File: config.mk
export PLATFORM = sky130hd
export DESIGN_NAME = nmea_sentence_classifier
export DESIGN_NICKNAME = d
export VERILOG_FILES = /design/src/rtl/nsc_pkg.sv /design/src/rtl/nmea_sentence_classifier.sv /design/src/rtl/nsc_tracker.sv /design/src/rtl/nsc_classify.sv
export SDC_FILE = /design/constraint.sdc
export NUM_CORES = 1
export LEC_CHECK = 0
export ABC_AREA = 1
export BUFFER_PORTS_ARGS = -buffer_cell sky130_fd_sc_hd__buf_4
export CELL_PAD_IN_SITES_DETAIL_PLACEMENT = 1
export CELL_PAD_IN_SITES_GLOBAL_PLACEMENT = 1
export CORE_ASPECT_RATIO = 0.6
export CORE_MARGIN = 3
export CORE_UTILIZATION = 49
export DETAILED_ROUTE_END_ITERATION = 6
export PLACE_DENSITY_LB_ADDON = 0.1
export SYNTH_ARGS = -nofsm -noshare
export SYNTH_HDL_FRONTEND = slang
export SYNTH_SLANG_ARGS = --single-unit
File: constraint.sdc
create_clock -name clock -period 9.33 [get_ports clock]
set_clock_uncertainty 0.15 [all_clocks]
set_input_delay 1.866 -clock clock [delete_from_list [all_inputs] [get_ports clock]]
set_output_delay 1.866 -clock clock [all_outputs]
set_load 0.005 [all_outputs]
File: src/rtl/nsc_pkg.sv
`timescale 1ns / 1ps
// -----------------------------------------------------------------------------
// nsc_pkg
// Shared types, character codes and helpers for the sentence classifier.
// -----------------------------------------------------------------------------
package nsc_pkg;

   localparam int BYTE_W   = 8;
   localparam int ID_BYTES = 5;
   localparam int ID_W     = ID_BYTES * BYTE_W;

   localparam logic [BYTE_W-1:0] CHAR_DOLLAR = 8'h24;
   localparam logic [BYTE_W-1:0] CHAR_BANG   = 8'h21;
   localparam logic [BYTE_W-1:0] CHAR_STAR   = 8'h2A;
   localparam logic [BYTE_W-1:0] CHAR_LF     = 8'h0A;
   localparam logic [BYTE_W-1:0] CHAR_CR     = 8'h0D;
   localparam logic [BYTE_W-1:0] PRINT_LO    = 8'h20;
   localparam logic [BYTE_W-1:0] PRINT_HI    = 8'h7E;

   localparam logic [BYTE_W-1:0] LEN_MAX     = 8'd255;
   localparam logic [BYTE_W-1:0] MIN_LEN     = 8'd6;
   localparam logic [BYTE_W-1:0] CS_TAIL     = 8'd6;
   localparam logic [BYTE_W:0]   CS_SPAN     = 9'd3;

   // register indexes
   localparam logic CSR_PORT_DIRECTION = 1'b0;
   localparam logic CSR_SENTENCE_LIMIT = 1'b1;

   localparam logic [1:0] DIR_OUTPUT_ONLY   = 2'd1;
   localparam logic [1:0] DIR_RESET         = 2'd2;
   localparam logic [BYTE_W-1:0] LIMIT_RESET = 8'd128;

   localparam logic [1:0] VERDICT_OK           = 2'd0;
   localparam logic [1:0] VERDICT_CANNOT_PARSE = 2'd1;
   localparam logic [1:0] VERDICT_BAD_CHECKSUM = 2'd2;

   typedef struct packed {
      logic              fire;
      logic              last;
      logic [BYTE_W-1:0] data;
   } beat_type;

   typedef struct packed {
      logic              active;
      logic [BYTE_W-1:0] length;
      logic [BYTE_W-1:0] run_xor;
      logic              unprintable;
      logic              star_seen;
      logic [BYTE_W-1:0] first_star;
      logic [BYTE_W-1:0] last_star;
      logic [BYTE_W-1:0] sent_cs;
      logic [1:0]        hex_ok;
      logic [ID_W-1:0]   id_bytes;
   } trk_state_type;

   // hex value in the low nibble, top bit set when not a hex digit
   function automatic logic [4:0] hex_value(input logic [BYTE_W-1:0] c);
      logic [4:0] v;
      if (c >= 8'h30 && c <= 8'h39) begin
         v = {1'b0, c[3:0]};
      end else if ((c >= 8'h41 && c <= 8'h46) || (c >= 8'h61 && c <= 8'h66)) begin
         v = {1'b0, c[3:0] + 4'd9};
      end else begin
         v = 5'h10;
      end
      return v;
   endfunction

endpackage

File: src/rtl/nmea_sentence_classifier.sv
`timescale 1ns / 1ps
// -----------------------------------------------------------------------------
// nmea_sentence_classifier
// Byte-wide NMEA 0183 sentence checker with checksum and message id output.
// -----------------------------------------------------------------------------
// Takes one frame byte per clock. Each byte is registered, then updates two
// sentence trackers (one opened by '$', one by '!');
// on the frame's last byte the sentence is classified and, if a result is due,
// it is captured from the input register into the output register.
// The input is held off only when a frame-end beat finds the previous result
// still waiting to be taken. Configuration is written through the csr_ port
// by the user only while no frame is in flight; the block does not enforce it.
// -----------------------------------------------------------------------------
module nmea_sentence_classifier
   import nsc_pkg::*;
(
   input  logic              clock,
   input  logic              reset,
   input  logic              csr_write,
   input  logic              csr_index,
   input  logic [BYTE_W-1:0] csr_wdata,
   input  logic              req_valid,
   output logic              req_stall,
   input  logic [BYTE_W-1:0] req_frame_byte,
   input  logic              req_frame_end,
   output logic              rsp_valid,
   input  logic              rsp_stall,
   output logic [1:0]        rsp_verdict,
   output logic [ID_W-1:0]   rsp_message_id,
   output logic              rsp_had_checksum,
   output logic [BYTE_W-1:0] rsp_sentence_length
);

   logic [1:0]        port_direction_ff;
   logic [BYTE_W-1:0] sentence_limit_ff;

   logic              in_valid_ff, in_valid_in;
   logic [BYTE_W-1:0] in_byte_ff;
   logic              in_end_ff;
   logic              accept;
   logic              fire;
   beat_type          beat;
   trk_state_type     trk_dollar;
   trk_state_type     trk_bang;

   always_ff @(posedge clock) begin
      if (reset) begin
         port_direction_ff <= DIR_RESET;
         sentence_limit_ff <= LIMIT_RESET;
      end else if (csr_write) begin
         unique case (csr_index)
            CSR_PORT_DIRECTION: port_direction_ff <= csr_wdata[1:0];
            CSR_SENTENCE_LIMIT: sentence_limit_ff <= csr_wdata;
            default:            ;
         endcase
      end
   end

   // a frame-end beat needs the output register free
   assign fire      = in_valid_ff && (!in_end_ff || !rsp_valid || !rsp_stall);
   assign req_stall = in_valid_ff && !fire;
   assign accept    = req_valid && !req_stall;
   assign in_valid_in = accept ? 1'b1 : (in_valid_ff && !fire);

   always_ff @(posedge clock) begin
      if (reset) begin
         in_valid_ff <= 1'b0;
      end else begin
         in_valid_ff <= in_valid_in;
      end
   end

   always_ff @(posedge clock) begin
      if (accept) begin
         in_byte_ff <= req_frame_byte;
         in_end_ff  <= req_frame_end;
      end
   end

   assign beat.fire = fire;
   assign beat.last = in_end_ff;
   assign beat.data = in_byte_ff;

   nsc_tracker u_trk_dollar (
      .clock      (clock),
      .reset      (reset),
      .start_char (CHAR_DOLLAR),
      .beat       (beat),
      .trk_upd    (trk_dollar)
   );

   nsc_tracker u_trk_bang (
      .clock      (clock),
      .reset      (reset),
      .start_char (CHAR_BANG),
      .beat       (beat),
      .trk_upd    (trk_bang)
   );

   nsc_classify u_classify (
      .clock               (clock),
      .reset               (reset),
      .beat                (beat),
      .trk_dollar          (trk_dollar),
      .trk_bang            (trk_bang),
      .port_direction      (port_direction_ff),
      .sentence_limit      (sentence_limit_ff),
      .rsp_valid           (rsp_valid),
      .rsp_stall           (rsp_stall),
      .rsp_verdict         (rsp_verdict),
      .rsp_message_id      (rsp_message_id),
      .rsp_had_checksum    (rsp_had_checksum),
      .rsp_sentence_length (rsp_sentence_length)
   );

endmodule

File: src/rtl/nsc_tracker.sv
`timescale 1ns / 1ps
// -----------------------------------------------------------------------------
// nsc_tracker
// Follows one sentence from its start character: length, printable check,
// checksum xor, transmitted checksum digits, star positions and message id.
// -----------------------------------------------------------------------------
module nsc_tracker
   import nsc_pkg::*;
(
   input  logic              clock,
   input  logic              reset,
   input  logic [BYTE_W-1:0] start_char,
   input  beat_type          beat,
   output trk_state_type     trk_upd
);

   trk_state_type state_ff;
   trk_state_type state_in;

   logic [BYTE_W-1:0] p;
   logic [BYTE_W:0]   p_ext;
   logic [BYTE_W:0]   f_ext;
   logic [4:0]        h;
   logic [BYTE_W-1:0] b;

   assign b     = beat.data;
   assign p     = state_ff.length;
   assign p_ext = {1'b0, p};
   assign f_ext = {1'b0, state_ff.first_star};
   assign h     = hex_value(b);

   // state after this beat, before the end-of-frame clear
   always_comb begin
      trk_upd = state_ff;
      if (beat.fire) begin
         if (state_ff.active) begin
            if (p != LEN_MAX) begin
               trk_upd.length = p + 8'd1;
            end
            if (!((b >= PRINT_LO && b <= PRINT_HI) || b == CHAR_LF || b == CHAR_CR)) begin
               trk_upd.unprintable = 1'b1;
            end
            if (p >= 8'd1 && p <= 8'd5) begin
               trk_upd.id_bytes = {state_ff.id_bytes[ID_W-BYTE_W-1:0], b};
            end
            if (state_ff.star_seen) begin
               if (p_ext == f_ext + 9'd1) begin
                  trk_upd.sent_cs[7:4] = h[3:0];
                  trk_upd.hex_ok[0]    = ~h[4];
               end else if (p_ext == f_ext + 9'd2) begin
                  trk_upd.sent_cs[3:0] = h[3:0];
                  trk_upd.hex_ok[1]    = ~h[4];
               end
            end
            if (b == CHAR_STAR) begin
               if (!state_ff.star_seen) begin
                  trk_upd.star_seen  = 1'b1;
                  trk_upd.first_star = p;
               end
               trk_upd.last_star = p;
            end else if (!state_ff.star_seen && p != 8'd0) begin
               trk_upd.run_xor = state_ff.run_xor ^ b;
            end
         end else if (b == start_char) begin
            trk_upd.active = 1'b1;
            trk_upd.length = 8'd1;
         end
      end
   end

   always_comb begin
      state_in = trk_upd;
      if (beat.fire && beat.last) begin
         state_in = '0;
      end
   end

   always_ff @(posedge clock) begin
      if (reset) begin
         state_ff <= '0;
      end else begin
         state_ff <= state_in;
      end
   end

endmodule

File: src/rtl/nsc_classify.sv
`timescale 1ns / 1ps
// -----------------------------------------------------------------------------
// nsc_classify
// Picks the sentence at frame end, classifies it and holds the result beat
// in the output register until it is taken.
// -----------------------------------------------------------------------------
module nsc_classify
   import nsc_pkg::*;
(
   input  logic              clock,
   input  logic              reset,
   input  beat_type          beat,
   input  trk_state_type     trk_dollar,
   input  trk_state_type     trk_bang,
   input  logic [1:0]        port_direction,
   input  logic [BYTE_W-1:0] sentence_limit,
   output logic              rsp_valid,
   input  logic              rsp_stall,
   output logic [1:0]        rsp_verdict,
   output logic [ID_W-1:0]   rsp_message_id,
   output logic              rsp_had_checksum,
   output logic [BYTE_W-1:0] rsp_sentence_length
);

   trk_state_type     sel;
   logic              emit;
   logic              garbage;
   logic              had_cs;
   logic              cs_ok;
   logic [1:0]        verdict;

   logic              valid_ff, valid_in;
   logic [1:0]        verdict_ff;
   logic [ID_W-1:0]   id_ff;
   logic              had_cs_ff;
   logic [BYTE_W-1:0] length_ff;

   always_comb begin
      sel = trk_dollar.active ? trk_dollar : trk_bang;
      emit = beat.fire && beat.last && (trk_dollar.active || trk_bang.active) &&
             port_direction != DIR_OUTPUT_ONLY && sel.length >= MIN_LEN;
      garbage = sel.length > sentence_limit || sel.length == LEN_MAX || sel.unprintable;
      had_cs  = sel.star_seen && sel.last_star >= sel.length - CS_TAIL;
      cs_ok   = sel.star_seen && ({1'b0, sel.length} >= {1'b0, sel.first_star} + CS_SPAN) &&
                sel.hex_ok == 2'b11 && sel.run_xor == sel.sent_cs;
      priority if (garbage) begin
         verdict = VERDICT_CANNOT_PARSE;
      end else if (had_cs && !cs_ok) begin
         verdict = VERDICT_BAD_CHECKSUM;
      end else begin
         verdict = VERDICT_OK;
      end
   end

   // the top only fires a frame end while the output register is free
   assign valid_in = emit ? 1'b1 : (valid_ff && rsp_stall);

   always_ff @(posedge clock) begin
      if (reset) begin
         valid_ff <= 1'b0;
      end else begin
         valid_ff <= valid_in;
      end
   end

   always_ff @(posedge clock) begin
      if (emit) begin
         verdict_ff <= verdict;
         id_ff      <= garbage ? '0 : sel.id_bytes;
         had_cs_ff  <= had_cs;
         length_ff  <= sel.length;
      end
   end

   assign rsp_valid           = valid_ff;
   assign rsp_verdict         = verdict_ff;
   assign rsp_message_id      = id_ff;
   assign rsp_had_checksum    = had_cs_ff;
   assign rsp_sentence_length = length_ff;

endmodule
==> After elaboration in Yosys (flattened, before gate mapping) <==
Index checks and enable logic that the tools add are counted.
{ "op_classes": {"n_addsub": 9, "mul": 0, "n_div": 0, "n_lt_le_gt_ge": 16, "eq_ne": 15, "shifts": 0, "mux": 40, "n_bitwise": 4, "reduce_logical": 42} }
{ "op_table": {"columns": ["op", "n"], "rows": [
  ["85-bit 2-to-1 mux", 2],
  ["76-bit 2-to-1 mux", 2],
  ["84-bit 2-to-1 mux", 1],
  ["40-bit 2-to-1 mux", 2],
  ["8-bit 2-to-1 mux", 10],
  ["8-bit by 9-bit == test with 1-bit output", 4],
  ["17-bit 2-to-1 mux", 2],
  ["5-bit 2-to-1 mux", 6],
  ["8-bit by 2-bit adder with 9-bit output, second input constant", 3],
  ["8-bit by 6-bit == test with 1-bit output, second input constant", 3],
  ["8-bit by 7-bit less-or-equal comparator with 1-bit output, second input constant", 3],
  ["1-bit logical AND", 21],
  ["10-bit 2-to-1 mux", 2],
  ["8-bit by 1-bit adder with 9-bit output, second input constant", 2],
  ["9-bit 2-to-1 mux", 2],
  ["8-bit by 1-bit adder with 8-bit output, second input constant", 2],
  ["8-bit by 4-bit == test with 1-bit output, second input constant", 2],
  ["8-bit by 1-bit >= comparator with 1-bit output, second input constant", 2],
  ["8-bit by 6-bit >= comparator with 1-bit output, second input constant", 2],
  ["8-bit by 7-bit >= comparator with 1-bit output, second input constant", 2],
  ["8-bit by 3-bit less-or-equal comparator with 1-bit output, second input constant", 2],
  ["8-bit inequality test, second input constant", 2],
  ["8-bit nonzero test", 2],
  ["8-bit bitwise XOR", 2],
  ["other kinds (19)", 43]
]} }
{ "word_totals": {"regBits": 242, "latch_bits": 0, "mem_bits_rw": 0, "mem_bits_ro": 0, "memories": 0} }

==> Logic depth before layout (Yosys ltp) <==
{ "depth": {"ltp_word": 20, "mapped_depth": 28, "ltp_nobuf": 27} }

==> Cells and area by module <==
From an unflattened synthesis, not the netlist that was laid out.
{ "hier_totals": {"hier_cells": 2064, "area_unflattened_um2": 14199.9} }
{ "by_module_without_submodules": {"columns": ["module", "instances", "cells_per_inst", "area_per_inst_um2"], "rows": [
  ["nsc_tracker", 2, 770, 4864.7],
  ["nsc_classify", 1, 458, 3787.4],
  ["nmea_sentence_classifier", 1, 66, 683.2]
]} }

==> Worst setup path before layout <==
No wires, ideal clock.
{ "synth_path": {"kind": "input -> register", "from": "input rsp_stall", "to": "register u_classify.verdict_ff[1] (netlist: u_classify.rsp_verdict[1]), data pin", "arrival_ns": 4.609, "setup_slack_ns": 4.319, "stages": 25, "n_path_buf": 2, "cell_sequence": "nand3_1 nand2_2 inv_4 a21oi_4 buf_4 buf_2 nand2_1 o21ai_1 ha_1 inv_1 nand3_2 nor2_2 xnor2_1 ha_1 nand2_1 o221ai_1 nand2_1 nand2_1 a21oi_1 o21ai_0 nand3_1 nor2_1 nand3_1 nor2_1 nor2_1"} }
{ "synth_via": {"elab_chain_len": 13, "elab_cells_between_ends": 23, "classes_between": "add/sub (2); order compare (3); eq/ne (3); mux (4); reduce/logical (11)"} }
{ "synth_rtl": {"columns": ["element", "line", "rtl"], "rows": [
  ["start: declaration", "nmea_sentence_classifier.sv:27", "input logic rsp_stall,"],
  ["1-bit zero test (*)", "nmea_sentence_classifier.sv:60", "assign fire = in_valid_ff && (!in_end_ff || !rsp_valid || !rsp_stall);"],
  ["1-bit logical OR (*)", "nmea_sentence_classifier.sv:60", null],
  ["1-bit logical AND (*)", "nmea_sentence_classifier.sv:60", null],
  ["85-bit 2-to-1 mux", "nsc_tracker.sv:35", "if (beat.fire) begin"],
  ["84-bit 2-to-1 mux (*)", "nsc_classify.sv:39", "sel = trk_dollar.active ? trk_dollar : trk_bang;"],
  ["8-bit by 2-bit adder with 9-bit output", "nsc_classify.sv:44", "cs_ok = sel.star_seen && ({1'b0, sel.length} >= {1'b0, sel.first_star} + CS_SPAN) &&"],
  ["8-bit by 9-bit >= comparator with 1-bit output", "nsc_classify.sv:44", null],
  ["1-bit logical AND (2 in series)", "nsc_classify.sv:44", null],
  ["1-bit logical AND", "nsc_classify.sv:45", "sel.hex_ok == 2'b11 && sel.run_xor == sel.sent_cs;"],
  ["1-bit zero test", "nsc_classify.sv:48", "end else if (had_cs && !cs_ok) begin"],
  ["1-bit logical AND", "nsc_classify.sv:48", null],
  ["2-bit 2-to-1 mux", "nsc_classify.sv:48", null],
  ["end signal: assignment", "nsc_classify.sv:68", "verdict_ff <= verdict;"],
  ["end: declaration", "nsc_classify.sv:33", "logic [1:0] verdict_ff;"]
]} }
Mark *: on every way between the ends. The rest lies on a longest branch, timed or not.
A chain may end at the register's enable or synchronous reset.

==> metrics.txt <==
# TYPE chip_impl_metric gauge
chip_impl_metric{name="floorplan.rows",unit=""} 45
chip_impl_metric{name="cts.hold.buffers_added",unit=""} 0
chip_impl_metric{name="numPortBuffers",unit=""} 75
chip_impl_metric{name="grt_first_pass_wirelength",unit="mm"} 67.47
chip_impl_metric{name="numClockSinks",unit=""} 242
chip_impl_metric{name="areal_power_density_over_the_cells",unit="nW/um^2"} 155.5
chip_impl_metric{name="synthXorXnorAreaFrac",unit="%"} 1.638
chip_impl_metric{name="final_max_slew_viol_count",unit=""} 0
chip_impl_metric{name="worst_pin_slew",unit="ns"} 1.136
chip_impl_metric{name="achievable-frequency",unit="GHz"} 0.1753
chip_impl_metric{name="clk-insertion-delay-late",unit="ns"} 0.54
chip_impl_metric{name="vias_per_cell",unit=""} 5.459
chip_impl_info{name="grt_setup_unrepaired",value="no"} 1
chip_impl_metric{name="cts_buffers",unit=""} 25
chip_impl_metric{name="htreeDepth",unit=""} 1
chip_impl_metric{name="cellLeakagePower",unit="uW"} 0.006120
chip_impl_metric{name="drive_above_1_share",unit="%"} 11.11
chip_impl_metric{name="yosys.cell_types.count",unit=""} 50
chip_impl_metric{name="postCtsResizedCells",unit=""} 0
chip_impl_metric{name="die_area",unit="sq um"} 28240
chip_impl_metric{name="via_count_of_the_first_global_routing_pass",unit=""} 11980
chip_impl_metric{name="placed_cell_area",unit="sq um"} 13580
chip_impl_metric{name="drtPass1Iterations",unit=""} 5
chip_impl_metric{name="synth_cells",unit=""} 1754
chip_impl_metric{name="compound_gate_portion_of_the_synthesized_area",unit="%"} 9.661
chip_impl_metric{name="synth-seq-area-share",unit="%"} 42.43
chip_impl_metric{name="core-area",unit="sq um"} 25510
chip_impl_metric{name="critical_path_required",unit="ns"} 9.54
chip_impl_metric{name="min_period",unit="ns"} 5.706
chip_impl_info{name="tritoncts",value="built"} 1
chip_impl_metric{name="num-fill-cells",unit=""} 3297
chip_impl_metric{name="report.final.hold_viol_count",unit=""} 0
chip_impl_info{name="main_combinational_cell_family_by_area_after_synthesis",value="simple AND/OR/NAND/NOR gates"} 1
chip_impl_metric{name="finalWirelength",unit="mm"} 42.60
chip_impl_info{name="status",value="complete, no violations"} 1
chip_impl_info{name="crit_chain",value="buf_4 -> nand3_1 -> nand2_2 -> inv_4 -> a21oi_4 -> buf_4 -> inv_2 -> buf_4 -> nand2_1 -> o21ai_2 -> inv_1 -> ha_1 -> nand2_1 -> nor2_1 -> a211oi_1 -> a21oi_1 -> a211oi_2 -> nand2_4 -> nor2_1"} 1
chip_impl_metric{name="cts-root-to-sink-buffers",unit=""} 3
chip_impl_info{name="crit_path_top_delay_cell",value="buf_4"} 1
chip_impl_metric{name="relative_slew_slack",unit="%"} 23.45
chip_impl_metric{name="grt_usage",unit="%"} 29.98
chip_impl_metric{name="wl_per_cell",unit="um"} 19.63
chip_impl_metric{name="async_reset_ff_share",unit="%"} 0
chip_impl_info{name="cts-root-buf",value="clkbuf_16"} 1
chip_impl_metric{name="r2r_setup_slack",unit="ns"} 4.04
chip_impl_metric{name="fin_area",unit="sq um"} 14460
chip_impl_info{name="yosys_most_used_dff",value="dfxtp_1"} 1
chip_impl_metric{name="ys_seq_elements",unit=""} 242
chip_impl_metric{name="fin_tns_setup",unit="ns"} 0
chip_impl_metric{name="synth_fp_nets",unit=""} 1818
chip_impl_metric{name="synth-adder-area-share",unit="%"} 3.997
chip_impl_metric{name="synthesis.area",unit="sq um"} 12830
chip_impl_metric{name="drt_drc_violations_left",unit=""} 0
chip_impl_metric{name="layout-area-overhead-vs-synth",unit="%"} 12.68
chip_impl_metric{name="final_antenna_net_count",unit=""} 0
chip_impl_metric{name="syn_area_per_cell",unit="sq um"} 7.317
chip_impl_metric{name="worst_setup_hold_path_clk_slew",unit="ns"} 0.06
chip_impl_metric{name="dp_cell_count",unit=""} 2125
chip_impl_metric{name="width_of_the_chip",unit="um"} 214.9
chip_impl_info{name="critPathLaunchType",value="primary input"} 1
chip_impl_metric{name="post-place-ws",unit="ns"} 3.199
chip_impl_metric{name="place_congestion",unit=""} 0.9609
chip_impl_metric{name="vdd.ir_drop.worst",unit="V"} 0.0001324
chip_impl_metric{name="vias",unit=""} 11850
chip_impl_metric{name="stdcell_count",unit=""} 2170
chip_impl_metric{name="final.period_utilization",unit="%"} 61.16
chip_impl_metric{name="worst_hold_slack_across_all_endpoints",unit="ns"} 0.3120
chip_impl_metric{name="worst-path-buf-inv",unit=""} 6
chip_impl_metric{name="synth-edff-count",unit=""} 60
chip_impl_metric{name="postLayoutSetupSlackWorst",unit="ns"} 3.624
chip_impl_info{name="timing.setup.critical_path_class",value="in2reg"} 1
chip_impl_info{name="worstHoldPathType",value="reg2reg"} 1
chip_impl_metric{name="pin_count_of_the_biggest_net_entering_global_routing",unit=""} 92
chip_impl_metric{name="synth_simple_gate_area_share",unit="%"} 28.86
chip_impl_metric{name="final-setup-viol-count",unit=""} 0
chip_impl_metric{name="yosys_warnings",unit=""} 0
chip_impl_metric{name="timing.max_cap.violations",unit=""} 0
chip_impl_metric{name="initial_utilization",unit="%"} 50.32
chip_impl_info{name="crit_path_end_kind",value="register"} 1
chip_impl_info{name="cpLargestDelayFamily",value="buffers and inverters"} 1
chip_impl_metric{name="postCtsSetupBuffers",unit=""} 0
chip_impl_info{name="cpMostUsedCell",value="buf_4"} 1
chip_impl_metric{name="drt_iter0_drc",unit=""} 1003
chip_impl_metric{name="ios",unit=""} 76
chip_impl_metric{name="die_span_y",unit="um"} 131.4
chip_impl_metric{name="hpwl",unit="mm"} 31.07
chip_impl_metric{name="timing.critical_path.slowest_cell_delay",unit="ns"} 0.74
chip_impl_metric{name="global_route.overflow_total",unit=""} 0
chip_impl_metric{name="path_max_fanout",unit=""} 53
chip_impl_metric{name="critPathArrivalTime",unit="ns"} 5.92
chip_impl_metric{name="final_nets",unit=""} 1864
chip_impl_metric{name="insertedDiodeCount",unit=""} 0
chip_impl_metric{name="initial_antenna_violation_count",unit=""} 0
chip_impl_metric{name="muxShareOfSynthArea",unit="%"} 3.899
==> layout make-up <==
cell class	count	area [sq um]	share of cell area, %
clock buffer	31	658.1	4.551
clock inverter	14	221.5	1.531
inverter	238	897.1	6.203
multi-input combinational	1212	6192	42.82
sequential	242	5445	37.65
tap	352	440.4	3.045
timing repair buffer	81	608.1	4.205
==> kinds of logic (layout without fill, tap and decap cells) <==
group	count (synthesis)	in the layout
simple gates	875	875
buf+inv	300	364
flops	242	242
compound gates	222	222
mux	50	50
fa+ha+maj	41	41
xor+xnor	24	24
==> routing by layer <==
metal,vias up,part of all wire (%),track usage (%)
met4,0,1.3,4.245
met2,304,41,42.91
li1,5685,-,-
met3,48,7.2,6.309
met5,-,0,0
met1,5808,51,46.99
==> cell usage in the layout, fill, tap and decap left out, drive strengths merged <==
master,n
nor2,327
a311oi,1
bufinv,6
a211oi,2
o41ai,1
o211ai,7
o21a,4
xnor2,5
nor2b,1
buf,81
mux2i,50
ha,41
clkinv,11
dfxtp,182
xor2,19
o21ai,106
or2,1
o221ai,2
o22ai,2
nand3b,1
edfxtp,60
clkbuf,31
o21bai,3
nor3,12
nand2,389
a21oi,92
nand4,19
inv,235
a31oi,1
nand3,125
o31ai,1
==> cells in the mapped netlist (8+ instances only) <==
cell | n | area, sq um
a21oi_1 | 90 | 450.4
buf_2 | 22 | 110.1
clkbuf_1 | 30 | 112.6
dfxtp_1 | 182 | 3643
edfxtp_1 | 60 | 1802
ha_1 | 41 | 513.0
inv_1 | 219 | 822.0
inv_2 | 15 | 56.30
mux2i_1 | 50 | 500.5
nand2_1 | 377 | 1415
nand2_2 | 9 | 56.30
nand3_1 | 121 | 605.6
nand4_1 | 18 | 112.6
nor2_1 | 300 | 1126
nor2_2 | 22 | 137.6
nor3_1 | 8 | 40.04
o21ai_0 | 88 | 440.4
o21ai_1 | 8 | 40.04
o21ai_2 | 10 | 87.58
xor2_1 | 19 | 166.4
==> report_power, final <==
group / switching (uW) / internal, uW
logic: 42.6 / 15.0
clock network: 442 / 666
registers: 8.87 / 1080
==> sequential cells by signal, indices dropped and copies added, names as in the netlist, 2 cells and up <==
signal / flops
in_byte_ff: 8
port_direction_ff: 2
sentence_limit_ff: 8
u_classify.rsp_message_id: 40
u_classify.rsp_sentence_length: 8
u_classify.rsp_verdict: 2
u_trk_bang.f_ext: 8
u_trk_bang.p: 8
u_trk_bang.state_ff: 69
u_trk_dollar.f_ext: 8
u_trk_dollar.p: 8
u_trk_dollar.state_ff: 69
==> final timing paths <==
path                             start                      endpoint  cells after the start
setup / recovery             rsp_stall  u_classify.rsp_message_id[7]                     19
hold / removal    port_direction_ff[0]          port_direction_ff[0]                      2
setup reg to reg         in_byte_ff[0]  u_classify.rsp_message_id[7]                     19
hold reg to reg   port_direction_ff[0]          port_direction_ff[0]                      2
==> through the flow <==
step                      util, %  power, uW
after floorplan                 -       1141
after global placement      53.25       1162
after detailed placement    53.25       1164
after CTS                   56.70       2255
after global routing        56.70       2312
final                       56.70       2250
==> tightest hold or removal path: stages, from the launching register on <==
cell,delay (ns)
dfxtp_1,0.30
inv_1,0.06
a21oi_1,0.06
Note: power is estimated with default switching activity, not from simulation.
